===== src/rtl/afhp_pkg.sv =====
// Package with widths, codec codes and rate tables for the audio frame header parser.
package afhp_pkg;

    localparam int S_TDATA_W = 56;
    localparam int M_TDATA_W = 24;
    localparam int NUM_W     = 26;
    localparam int PROD_W    = 46;
    localparam int RECIP_SH  = 32;
    localparam int QUO_W     = 12;
    localparam int REM_W     = 17;

    typedef enum logic [2:0] {
        CODEC_NONE = 3'd0,
        CODEC_MPEG = 3'd1,
        CODEC_ADTS = 3'd2,
        CODEC_AC3  = 3'd3,
        CODEC_EAC3 = 3'd4,
        CODEC_LATM = 3'd5
    } codec_t;

    typedef struct packed {
        codec_t      codec;
        logic [13:0] size;
        logic        bad;
        logic        mpeg;
        logic        layer1;
        logic        pad;
        logic [3:0]  div_idx;
    } afhp_ctl_t;

    localparam logic [17:0] MULT_L1  = 18'd12000;
    localparam logic [17:0] MULT_L23 = 18'd144000;

    localparam logic [8:0] KBPS_TAB [2][3][16] = '{
        '{
            '{9'd0, 9'd32, 9'd64, 9'd96, 9'd128, 9'd160, 9'd192, 9'd224,
              9'd256, 9'd288, 9'd320, 9'd352, 9'd384, 9'd416, 9'd448, 9'd0},
            '{9'd0, 9'd32, 9'd48, 9'd56, 9'd64, 9'd80, 9'd96, 9'd112,
              9'd128, 9'd160, 9'd192, 9'd224, 9'd256, 9'd320, 9'd384, 9'd0},
            '{9'd0, 9'd32, 9'd40, 9'd48, 9'd56, 9'd64, 9'd80, 9'd96,
              9'd112, 9'd128, 9'd160, 9'd192, 9'd224, 9'd256, 9'd320, 9'd0}
        },
        '{
            '{9'd0, 9'd32, 9'd48, 9'd56, 9'd64, 9'd80, 9'd96, 9'd112,
              9'd128, 9'd144, 9'd160, 9'd176, 9'd192, 9'd224, 9'd256, 9'd0},
            '{9'd0, 9'd8, 9'd16, 9'd24, 9'd32, 9'd40, 9'd48, 9'd56,
              9'd64, 9'd80, 9'd96, 9'd112, 9'd128, 9'd144, 9'd160, 9'd0},
            '{9'd0, 9'd8, 9'd16, 9'd24, 9'd32, 9'd40, 9'd48, 9'd56,
              9'd64, 9'd80, 9'd96, 9'd112, 9'd128, 9'd144, 9'd160, 9'd0}
        }
    };

    // Sample rates after the version shift, and floor(2^32 / rate) for each.
    localparam logic [15:0] DIV_TAB [9] = '{
        16'd44100, 16'd48000, 16'd32000, 16'd22050, 16'd24000, 16'd16000,
        16'd11025, 16'd12000, 16'd8000
    };
    localparam logic [19:0] RECIP_TAB [9] = '{
        20'd97391, 20'd89478, 20'd134217, 20'd194783, 20'd178956, 20'd268435,
        20'd389566, 20'd357913, 20'd536870
    };

    localparam logic [10:0] AC3_WORDS [38][3] = '{
        '{11'd64, 11'd69, 11'd96}, '{11'd64, 11'd70, 11'd96},
        '{11'd80, 11'd87, 11'd120}, '{11'd80, 11'd88, 11'd120},
        '{11'd96, 11'd104, 11'd144}, '{11'd96, 11'd105, 11'd144},
        '{11'd112, 11'd121, 11'd168}, '{11'd112, 11'd122, 11'd168},
        '{11'd128, 11'd139, 11'd192}, '{11'd128, 11'd140, 11'd192},
        '{11'd160, 11'd174, 11'd240}, '{11'd160, 11'd175, 11'd240},
        '{11'd192, 11'd208, 11'd288}, '{11'd192, 11'd209, 11'd288},
        '{11'd224, 11'd243, 11'd336}, '{11'd224, 11'd244, 11'd336},
        '{11'd256, 11'd278, 11'd384}, '{11'd256, 11'd279, 11'd384},
        '{11'd320, 11'd348, 11'd480}, '{11'd320, 11'd349, 11'd480},
        '{11'd384, 11'd417, 11'd576}, '{11'd384, 11'd418, 11'd576},
        '{11'd448, 11'd487, 11'd672}, '{11'd448, 11'd488, 11'd672},
        '{11'd512, 11'd557, 11'd768}, '{11'd512, 11'd558, 11'd768},
        '{11'd640, 11'd696, 11'd960}, '{11'd640, 11'd697, 11'd960},
        '{11'd768, 11'd835, 11'd1152}, '{11'd768, 11'd836, 11'd1152},
        '{11'd896, 11'd975, 11'd1344}, '{11'd896, 11'd976, 11'd1344},
        '{11'd1024, 11'd1114, 11'd1536}, '{11'd1024, 11'd1115, 11'd1536},
        '{11'd1152, 11'd1253, 11'd1728}, '{11'd1152, 11'd1254, 11'd1728},
        '{11'd1280, 11'd1393, 11'd1920}, '{11'd1280, 11'd1394, 11'd1920}
    };

endpackage


===== src/rtl/audio_frame_header_parser.sv =====
// Audio frame header parser: sync detection, field checks and frame length pipeline.
// An input header passes through five register stages (decode, bitrate product,
// reciprocal product, remainder, output), which all advance together, at one
// header per cycle while the output is not stalled.
// A stalled output holds every stage, so nothing is lost or repeated.
// Reset clears all valid bits; payload registers are not reset.
module audio_frame_header_parser (
    input  logic                            aclk,
    input  logic                            aresetn,
    input  logic                            s_tvalid,
    output logic                            s_tready,
    // Fields from bit 0: header_bytes[47:0], available_bytes[50:48], zero fill.
    input  logic [afhp_pkg::S_TDATA_W-1:0] s_tdata,
    output logic                            m_tvalid,
    input  logic                            m_tready,
    // Fields from bit 0: codec[2:0], frame_size[16:3], header_invalid[17], zero fill.
    output logic [afhp_pkg::M_TDATA_W-1:0] m_tdata
);
    import afhp_pkg::*;

    logic        adv;
    logic [47:0] hdr;
    logic [2:0]  avail;
    logic [7:0]  b1, b2, b3, b4, b5;
    logic [23:0] w;
    logic        ge3, ge6;
    logic        hit_mpeg, hit_adts, hit_sync0b77, hit_ac3, hit_latm;
    logic [1:0]  ver, lcode, sri, lidx, shift;
    logic [3:0]  bri;
    logic        kbps_row;
    logic [5:0]  ac3_idx;
    logic [8:0]  kbps_next;
    afhp_ctl_t   ctl_next;

    logic        v1_reg, v2_reg, v3_reg, v4_reg, m_tvalid_reg;
    afhp_ctl_t   ctl1_reg, ctl2_reg, ctl3_reg, ctl4_reg;
    logic [8:0]  kbps1_reg;
    logic [26:0] num_full;
    logic [NUM_W-1:0] num2_reg, num3_reg;
    logic [PROD_W-1:0] prod_next, prod3_reg;
    logic [QUO_W-1:0]  quo_next, quo4_reg;
    logic [27:0] qd_full;
    logic [NUM_W-1:0]  rem_full;
    logic [REM_W-1:0]  rem4_reg;
    logic [QUO_W-1:0]  quo_fix;
    logic [QUO_W-1:0]  base;
    logic [13:0] size_next;
    logic [M_TDATA_W-1:0] m_tdata_reg;

    assign adv      = !m_tvalid_reg || m_tready;
    assign s_tready = adv;
    assign m_tvalid = m_tvalid_reg;
    assign m_tdata  = m_tdata_reg;

    assign hdr   = s_tdata[47:0];
    assign avail = s_tdata[50:48];
    assign b1    = hdr[39:32];
    assign b2    = hdr[31:24];
    assign b3    = hdr[23:16];
    assign b4    = hdr[15:8];
    assign b5    = hdr[7:0];
    assign w     = hdr[47:24];
    assign ge3   = (avail >= 3'd3);
    assign ge6   = (avail >= 3'd6);

    assign ver   = b1[4:3];
    assign lcode = b1[2:1];
    assign bri   = b2[7:4];
    assign sri   = b2[3:2];

    assign hit_mpeg = ge3 && (w[23:13] == 11'h7FF) && (w[12:11] != 2'b01)
                      && (w[10:9] != 2'b00) && (w[7:4] != 4'hF);
    assign hit_adts = ge3 && (w[23:12] == 12'hFFF) && (w[10:9] == 2'b00)
                      && (b2[5:2] != 4'hF);
    assign hit_sync0b77 = ge6 && (w[23:8] == 16'h0B77);
    assign hit_ac3  = hit_sync0b77 && (b5 <= 8'd80);
    assign hit_latm = ge3 && (w[23:13] == 11'h2B7);

    always_comb begin
        lidx     = (lcode == 2'd0) ? 2'd0 : 2'd3 - lcode;
        kbps_row = (ver != 2'd3);
        shift    = (ver == 2'd3) ? 2'd0 : ((ver == 2'd2) ? 2'd1 : 2'd2);
        ac3_idx  = (b4[5:0] > 6'd37) ? 6'd0 : b4[5:0];
        kbps_next = KBPS_TAB[kbps_row][lidx][bri];

        ctl_next         = '0;
        ctl_next.codec   = CODEC_NONE;
        ctl_next.layer1  = (lcode == 2'd3);
        ctl_next.pad     = b2[1];
        ctl_next.div_idx = {1'b0, shift, 1'b0} + {2'b00, shift} + {2'b00, sri};
        priority if (hit_mpeg) begin
            ctl_next.codec = CODEC_MPEG;
            ctl_next.mpeg  = 1'b1;
            ctl_next.bad   = (sri == 2'd3) || (kbps_next == 9'd0);
        end else if (hit_adts) begin
            ctl_next.codec = CODEC_ADTS;
            ctl_next.size  = {1'b0, b3[1:0], b4, b5[7:5]};
        end else if (hit_ac3) begin
            ctl_next.codec = CODEC_AC3;
            if (b4[7:6] == 2'd3 || b4[5:0] > 6'd37) begin
                ctl_next.bad = 1'b1;
            end else begin
                ctl_next.size = {2'b00, AC3_WORDS[ac3_idx][b4[7:6]], 1'b0};
            end
        end else if (hit_sync0b77) begin
            ctl_next.codec = CODEC_EAC3;
            if (b4[7:4] == 4'hF) begin
                ctl_next.bad = 1'b1;
            end else begin
                ctl_next.size = {1'b0, ({1'b0, b2[2:0], b3} + 12'd1), 1'b0};
            end
        end else if (hit_latm) begin
            ctl_next.codec = CODEC_LATM;
            ctl_next.size  = {1'b0, b1[4:0], b2} + 14'd3;
        end
    end

    assign num_full  = 27'(kbps1_reg) * 27'(ctl1_reg.layer1 ? MULT_L1 : MULT_L23);
    assign prod_next = PROD_W'(num2_reg) * PROD_W'(RECIP_TAB[ctl2_reg.div_idx]);
    assign quo_next  = prod3_reg[RECIP_SH +: QUO_W];
    assign qd_full   = 28'(quo_next) * 28'(DIV_TAB[ctl3_reg.div_idx]);
    assign rem_full  = num3_reg - qd_full[NUM_W-1:0];

    always_comb begin
        quo_fix = quo4_reg
                  + QUO_W'(rem4_reg >= {1'b0, DIV_TAB[ctl4_reg.div_idx]});
        base    = quo_fix + QUO_W'(ctl4_reg.pad);
        if (ctl4_reg.bad) begin
            size_next = 14'd0;
        end else if (ctl4_reg.mpeg) begin
            size_next = ctl4_reg.layer1 ? {base, 2'b00} : {2'b00, base};
        end else begin
            size_next = ctl4_reg.size;
        end
    end

    always_ff @(posedge aclk) begin
        if (!aresetn) begin
            v1_reg       <= 1'b0;
            v2_reg       <= 1'b0;
            v3_reg       <= 1'b0;
            v4_reg       <= 1'b0;
            m_tvalid_reg <= 1'b0;
        end else if (adv) begin
            v1_reg       <= s_tvalid;
            v2_reg       <= v1_reg;
            v3_reg       <= v2_reg;
            v4_reg       <= v3_reg;
            m_tvalid_reg <= v4_reg;
        end
    end

    always_ff @(posedge aclk) begin
        if (adv) begin
            ctl1_reg    <= ctl_next;
            kbps1_reg   <= kbps_next;
            ctl2_reg    <= ctl1_reg;
            num2_reg    <= num_full[NUM_W-1:0];
            ctl3_reg    <= ctl2_reg;
            num3_reg    <= num2_reg;
            prod3_reg   <= prod_next;
            ctl4_reg    <= ctl3_reg;
            quo4_reg    <= quo_next;
            rem4_reg    <= rem_full[REM_W-1:0];
            m_tdata_reg <= {6'd0, ctl4_reg.bad, size_next, ctl4_reg.codec};
        end
    end

    a_invalid_no_size: assert property (@(posedge aclk) disable iff (!aresetn)
        m_tvalid && m_tdata[17] |-> m_tdata[16:3] == 14'd0)
        else $error("invalid header reported with nonzero size");

    a_none_clean: assert property (@(posedge aclk) disable iff (!aresetn)
        m_tvalid && m_tdata[2:0] == CODEC_NONE |-> m_tdata[17:3] == 15'd0)
        else $error("no codec but size or invalid flag set");

    a_codec_range: assert property (@(posedge aclk) disable iff (!aresetn)
        m_tvalid |-> m_tdata[2:0] <= CODEC_LATM)
        else $error("codec code out of range");

    a_rem_bound: assert property (@(posedge aclk) disable iff (!aresetn)
        v4_reg && ctl4_reg.mpeg && !ctl4_reg.bad
        |-> rem4_reg < {DIV_TAB[ctl4_reg.div_idx], 1'b0})
        else $error("reciprocal quotient off by more than one");

    a_hold: assert property (@(posedge aclk) disable iff (!aresetn)
        m_tvalid && !m_tready |=> m_tvalid && $stable(m_tdata))
        else $error("stalled result changed");

endmodule


===== config.mk =====
export PLATFORM = sky130hd
export DESIGN_NAME = audio_frame_header_parser
export DESIGN_NICKNAME = d
export VERILOG_FILES = /design/src/rtl/afhp_pkg.sv /design/src/rtl/audio_frame_header_parser.sv
export SDC_FILE = /design/constraint.sdc
export NUM_CORES = 2
export LEC_CHECK = 0
export CELL_PAD_IN_SITES_DETAIL_PLACEMENT = 0
export CELL_PAD_IN_SITES_GLOBAL_PLACEMENT = 1
export CORE_MARGIN = 2
export CORE_UTILIZATION = 45
export CTS_CLUSTER_DIAMETER = 60
export DETAILED_ROUTE_END_ITERATION = 8
export DONT_BUFFER_PORTS = 1
export HOLD_SLACK_MARGIN = 0.15
export PLACE_DENSITY_LB_ADDON = 0.1
export SYNTH_ARGS = -nofsm -noshare
export SYNTH_HDL_FRONTEND = slang
export SYNTH_SLANG_ARGS = --single-unit
export TNS_END_PERCENT = 10

===== constraint.sdc =====
create_clock -name aclk -period 10.6 [get_ports aclk]
set_clock_uncertainty 0.2 [all_clocks]
set_input_delay 0.53 -clock aclk [delete_from_list [all_inputs] [get_ports aclk]]
set_output_delay 0.53 -clock aclk [all_outputs]
set_load 0.005 [all_outputs]

* Word level (Yosys, flattened, before mapping)
Memory sizes are Yosys's and may differ from the RTL's.
Cells that the tools add are included.
** Word-level totals
- ROM bits :: 2944
- Input port bits :: 60
- Bits in registers :: 248
- Memories :: 4
- Logic and storage cells :: 151
- Output and inout port bits :: 26
** Cells by class
- Reductions and logical operators :: 19
- $add $sub $neg :: 8
- Bitwise logic cells :: 8
- Eq/ne operators :: 14
- Multipliers :: 3
- Order comparisons :: 13
- Multiplexer cells :: 39
** Memory list
- (name not given) :: depth 64, bits a word 33, rd ports 1, clocked after memory_dff 0, write ports 0, RTL line audio_frame_header_parser.sv:103 : ctl_next.size = {2'b00, AC3_WORDS[ac3_idx][b4[7:6]], 1'b0};
- (name not given) :: depth 16, bits a word 20, rd ports 1, clocked after memory_dff 0, write ports 0, RTL line audio_frame_header_parser.sv:119 : assign prod_next = PROD_W'(num2_reg) * PROD_W'(RECIP_TAB[ctl2_reg.div_idx]);
- (name not given) :: depth 16, bits a word 16, rd ports 1, clocked after memory_dff 0, write ports 0, RTL line audio_frame_header_parser.sv:126 : + QUO_W'(rem4_reg >= {1'b0, DIV_TAB[ctl4_reg.div_idx]});
- (name not given) :: depth 16, bits a word 16, rd ports 1, clocked after memory_dff 0, write ports 0, RTL line audio_frame_header_parser.sv:121 : assign qd_full = 28'(quo_next) * 28'(DIV_TAB[ctl3_reg.div_idx]);
** Operators by type and width (number)
- 432-bit 2-to-1 mux :: 2
- 412-bit 2-to-1 mux :: 1
- 144-bit binary-select mux with 2-bit select :: 1
- 144-bit 2-to-1 mux :: 2
- 16-bit 2-to-1 mux :: 5
- 33-bit 2-to-1 mux :: 2
- 17-bit 2-to-1 mux :: 3
- 26-bit by 20-bit multiplier with 44-bit output :: 1
- 20-bit 2-to-1 mux :: 2
- 9-bit binary-select mux with 4-bit select :: 1
- 14-bit 2-to-1 mux :: 2
- 9-bit by 18-bit multiplier with 26-bit output :: 1
- 12-bit by 1-bit adder with 12-bit output :: 2
- 11-bit binary-select mux with 2-bit select :: 1
- 11-bit 2-to-1 mux :: 2
- 5-bit greater-or-equal comparator, second input constant :: 4
- 4-bit inverter with 5-bit output :: 4
- 18-bit 2-to-1 mux :: 1
- 9-bit 2-to-1 mux :: 2
- 17-bit by 16-bit greater-or-equal comparator with 1-bit output :: 1
- 12-bit by 16-bit multiplier with 17-bit output :: 1
- 17-bit subtractor :: 1
- 16-bit by 12-bit == test with 1-bit output, second input constant :: 1
- 13-bit by 2-bit adder with 14-bit output, second input constant :: 1
- other kinds (34) :: 60

* Longest topological paths before layout
- Depth in word-level cells :: 14
- Mapped depth :: 30
- Depth with buffers taken out :: 29

* Worst setup path before layout
OpenSTA, ideal clock, no wires.
- Kind :: register to register
- From :: register ctl2_reg[2] (netlist bit)
- To :: register prod3_reg[43], data pin
- Arrival time :: 6.926 ns
- Stages on the path, launching flop included :: 30
- Library setup time :: 0.260 ns
- Period minus slack after synthesis :: 7.386 ns
- Buffers on the path :: 2
- Path slack :: 3.214 ns
- Cell sequence :: edfxtp_1 -> clkbuf_1 -> nor2_1 -> nand2_1 -> clkbuf_1 -> nand2_1 -> nor2_1 -> fa_1 -> fa_1 -> inv_1 -> fa_1 -> inv_1 -> fa_1 -> inv_1 -> fa_1 -> inv_1 -> fa_1 -> inv_1 -> fa_1 -> inv_1 -> ha_1 -> o21ai_0 -> nor2_1 -> o41ai_2 -> nand3_1 -> a41oi_2 -> o21ai_2 -> o41ai_2 -> o21ba_1 -> xnor2_1
** Between the ends
- Word-level cells in the longest chain between the ends :: 5
** RTL lines
- start: declaration :: RTL line audio_frame_header_parser.sv:36 : afhp_ctl_t ctl1_reg, ctl2_reg, ctl3_reg, ctl4_reg;
- start signal: assignment :: RTL line audio_frame_header_parser.sv:157 : ctl2_reg <= ctl1_reg;
- 4-bit inverter with 5-bit output (implied by the code) :: RTL line audio_frame_header_parser.sv:119
- memory read 16 x 20 bit
- 20-bit 2-to-1 mux (implied by the code) (2 in series) :: RTL line audio_frame_header_parser.sv:119
- 26-bit by 20-bit multiplier with 44-bit output :: RTL line audio_frame_header_parser.sv:119
- net prod_next[43] :: RTL line audio_frame_header_parser.sv:40 : logic [PROD_W-1:0] prod_next, prod3_reg;
- end signal: assignment :: RTL line audio_frame_header_parser.sv:161 : prod3_reg <= prod_next;
- end: declaration :: RTL line audio_frame_header_parser.sv:40
The timed path passes the listed nets, and every way through them passes these cells. The select of a mux whose other input is x is not followed.
A chain may end at the register's enable or synchronous reset.

* Final worst setup path
- From :: register ctl2_reg[3] (netlist bit)
- To :: register prod3_reg[43], data pin
Same word-level chain as after synthesis.

==> metrics.yaml <==
drt:
  remaining_drc_errors: 0
  vias: 19131
  vias_per_cell: 5.19
  drt_pre_antenna_iters: 8
  drt_first_iter_violations: 1175
  detail-route-antenna-nets: 0
  postRouteWirelength_um: 67400
  routed_wire_length_per_instance_um: 18.3
critical_path:
  end_kind: "register"
  regToRegSetupSlack_ns: 2.05
  cp.arrival_ns: 8.58
  required_ns: 10.63
  critPathLaunchType: "register"
  regToRegEndpoint: "prod3_reg[43]"
  setup_crit_path_kind: "register to register"
  critical_path.max_fanout: 20
  r2r-start: "ctl2_reg[3]"
  ff2ff_path_depth: 27
floorplanning:
  die_h_um: 254
  initial_core_util: 0.455
  horizontal_die_dimension_um: 254
  floorplan.rows: 91
  design.die.area_sq_um: 64600
  top_level_i_o_count: 86
  fp.coreArea_sq_um: 61800
place:
  io_buffer_count: 0
  finalWeightedCongestion: 0.848
  dpl.hpwl_um: 51400
logic_synthesis:
  post_synth.cell_area_avg_sq_um: 9.89
  synth.ff_latch_count: 199
  syn-cell-area_sq_um: 28100
  synth-edff-count: 194
  sequential_share_of_the_synthesized_area: 0.211
  yosys_most_used_dff: "sky130_fd_sc_hd__edfxtp_1"
  synth_cell_types: 81
  async_reset_ff_frac: 0
  ys.warnings.count: 0
  synthCells: 2846
hold_path:
  min_to: "kbps1_reg[6]"
  worst_hold_path_type: "input pin to register"
  holdPathStages: 2
  min_from: "s_tdata[29]"
global_routing:
  grt_pass1_wl_um: 110000
  vias_in_the_first_global_route: 20433
  global_route_usage_over_all_layers: 0.223
  globalRouteOverflowTotal: 0
  initial_antenna_violation_count: 0
  largest_net_degree_at_the_start_of_global_routing: 77
clock_network:
  htree_num_levels: 4
  number_of_clock_sinks_seen_by_cts: 199
  cts-buffers-inserted: 17
  clk_root_buffer_cell: "sky130_fd_sc_hd__clkbuf_16"
  cts_max_path_buffers: 2
  cts_tree: "done"
  clkSlewWorstSetupHoldPaths_ns: 0.08
  worst_skew_pair.late_latency_ns: 0.49
finish:
  final_net_count: 3640
  diodes: 0
  num-fill-cells: 5859
  multiInputGateArea_sq_um: 19900
  sequential_cell_area_sq_um: 5930
  mostFrequentLayoutCells: "sky130_fd_sc_hd__inv_1 (525), sky130_fd_sc_hd__fa_1 (436), sky130_fd_sc_hd__ha_1 (308), sky130_fd_sc_hd__nand2_1 (285), sky130_fd_sc_hd__and2_1 (235)"
  layout_commonest_cell: "sky130_fd_sc_hd__inv_1"
  layout-drive-gt1-share: 0.0362
  area_delta_synth_final_pct: 6.57
sta:
  final_min_period_over_clock_period: 0.806
  setup_violations: 0
  timing.fmax_mhz: 117
  worst_slew_pin_slew_ns: 1.05
  final_hold_viol_count: 0
  period_needed_ns: 8.55
  worst_slew_margin_rel: 0.299
  rsz0062_at_grt: "no"
  report.final.slew_viol_count: 0
  setup_total_negative_slack_ns: 0
job:
  max_cap_viol_count: 0
status:
  run_status: "completed"
-- kinds of logic after synthesis --
logic type / after synthesis / share of synthesized area
compound gates: 282 / 0.0645
mux: 24 / 0.00902
fa+ha+maj: 744 / 0.447
xor+xnor: 94 / 0.0293
simple gates: 851 / 0.152
buf+inv: 650 / 0.0877
flops: 199 / 0.211
other cells: 2 / 0.000267
-- critical path, stage by stage, from the launching register on --
cell	delay, ns
sky130_fd_sc_hd__edfxtp_1	0.95
sky130_fd_sc_hd__nand2b_1	0.29
sky130_fd_sc_hd__nor2_1	0.06
sky130_fd_sc_hd__buf_4	0.23
sky130_fd_sc_hd__nor2_2	0.26
sky130_fd_sc_hd__buf_4	0.30
sky130_fd_sc_hd__and2_1	0.19
sky130_fd_sc_hd__fa_1	0.40
sky130_fd_sc_hd__inv_1	0.08
sky130_fd_sc_hd__fa_1	0.43
sky130_fd_sc_hd__fa_1	0.51
sky130_fd_sc_hd__inv_1	0.05
sky130_fd_sc_hd__fa_1	0.56
sky130_fd_sc_hd__fa_1	0.46
sky130_fd_sc_hd__fa_1	0.50
sky130_fd_sc_hd__inv_1	0.05
sky130_fd_sc_hd__fa_1	0.47
sky130_fd_sc_hd__inv_1	0.04
sky130_fd_sc_hd__ha_1	0.17
sky130_fd_sc_hd__a21oi_1	0.24
sky130_fd_sc_hd__nor3_1	0.08
sky130_fd_sc_hd__a211oi_1	0.57
sky130_fd_sc_hd__o211ai_1	0.19
sky130_fd_sc_hd__a41oi_2	0.30
sky130_fd_sc_hd__o21ai_2	0.13
sky130_fd_sc_hd__o41ai_2	0.30
sky130_fd_sc_hd__o21ba_1	0.18
sky130_fd_sc_hd__xnor2_1	0.07
-- layer usage --
metal / share of wire / track usage / routed length (um) / vias up
met3: 0.042 / 0.0304 / 2820 / 73
met2: 0.49 / 0.379 / 33200 / 429
met1: 0.45 / 0.301 / 30300 / 9664
met4: 0.017 / 0.0536 / 1110 / 0
met5: 0 / 0 / 0 / -
li1: - / - / - / 8965
-- Yosys cell counts, types with 6 or more instances --
| master | number | area share |
|---|---|---|
| sky130_fd_sc_hd__buf_1 | 6 | 0.00080 |
| sky130_fd_sc_hd__nand4_1 | 7 | 0.0016 |
| sky130_fd_sc_hd__nor2b_1 | 31 | 0.0069 |
| sky130_fd_sc_hd__a21o_1 | 15 | 0.0040 |
| sky130_fd_sc_hd__o21ai_0 | 60 | 0.011 |
| sky130_fd_sc_hd__nor3_1 | 27 | 0.0048 |
| sky130_fd_sc_hd__a31oi_1 | 13 | 0.0029 |
| sky130_fd_sc_hd__a221oi_1 | 6 | 0.0019 |
| sky130_fd_sc_hd__mux2i_1 | 22 | 0.0078 |
| sky130_fd_sc_hd__a211oi_1 | 12 | 0.0032 |
| sky130_fd_sc_hd__inv_1 | 525 | 0.070 |
| sky130_fd_sc_hd__a21oi_1 | 92 | 0.016 |
| sky130_fd_sc_hd__xor2_1 | 23 | 0.0072 |
| sky130_fd_sc_hd__nand3_1 | 51 | 0.0091 |
| sky130_fd_sc_hd__o211ai_1 | 12 | 0.0032 |
| sky130_fd_sc_hd__nand2_1 | 286 | 0.038 |
| sky130_fd_sc_hd__clkbuf_1 | 104 | 0.014 |
| sky130_fd_sc_hd__or2_2 | 9 | 0.0020 |
| sky130_fd_sc_hd__ha_1 | 308 | 0.14 |
| sky130_fd_sc_hd__nand3b_1 | 6 | 0.0016 |
| sky130_fd_sc_hd__edfxtp_1 | 194 | 0.21 |
| sky130_fd_sc_hd__nor2_1 | 116 | 0.015 |
| sky130_fd_sc_hd__buf_4 | 6 | 0.0016 |
| sky130_fd_sc_hd__and3_1 | 39 | 0.0087 |
| sky130_fd_sc_hd__fa_1 | 436 | 0.31 |
| sky130_fd_sc_hd__and2_1 | 235 | 0.052 |
| sky130_fd_sc_hd__nand2b_1 | 22 | 0.0049 |
| sky130_fd_sc_hd__xnor2_1 | 71 | 0.022 |
-- worst max path at each step --
stage / from / endpoint / slack [ns] / depth (start not counted)
2_1_floorplan: ctl2_reg[2] / prod3_reg[43] / 3.21 / 29
3_3_place_gp: ctl2_reg[0] / prod3_reg[43] / 2.15 / 26
3_5_place_dp: ctl2_reg[1] / prod3_reg[43] / 2.04 / 26
4_1_cts: ctl2_reg[1] / prod3_reg[43] / 2.02 / 26
5_1_grt: ctl2_reg[3] / prod3_reg[43] / 1.59 / 27
6_report: ctl2_reg[3] / prod3_reg[43] / 2.05 / 27
-- metrics by stage --
step / utilization / area [sq um] / instances / setup WS [ns] / hold slack, ns
6_report: 0.485 / 30000 / 3686 / 2.05 / 0.188
5_1_grt: 0.485 / 30000 / 3686 / 1.59 / 0.182
4_1_cts: 0.485 / 30000 / 3686 / 2.02 / 0.151
3_5_place_dp: 0.471 / 29100 / 3631 / 2.04 / 0.205
3_3_place_gp: 0.471 / 29100 / 3631 / 2.15 / 0.201
2_1_floorplan: - / 28300 / 2881 / 3.21 / 0.200
-- area by class of cell --
| class | count | area share |
|---|---|---|
| timing repair buffer | 57 | 0.0162 |
| multi-input combinational | 2032 | 0.664 |
| tap | 837 | 0.0349 |
| clock buffer | 17 | 0.0142 |
| clock inverter | 15 | 0.00701 |
| inverter | 529 | 0.0662 |
| sequential | 199 | 0.198 |
-- what timing repair did --
item / 4_1_cts / 5_1_grt
buffers inserted: 0 / 0
endpoints found under the hold margin: 28 / 0
endpoints found under the setup margin: 0 / 0
gates resized for setup: 0 / 0
hold buffers: 23 / 0
Power is not shown: default switching activity piles up to over one toggle a cycle in this logic, so the estimate is an artifact.
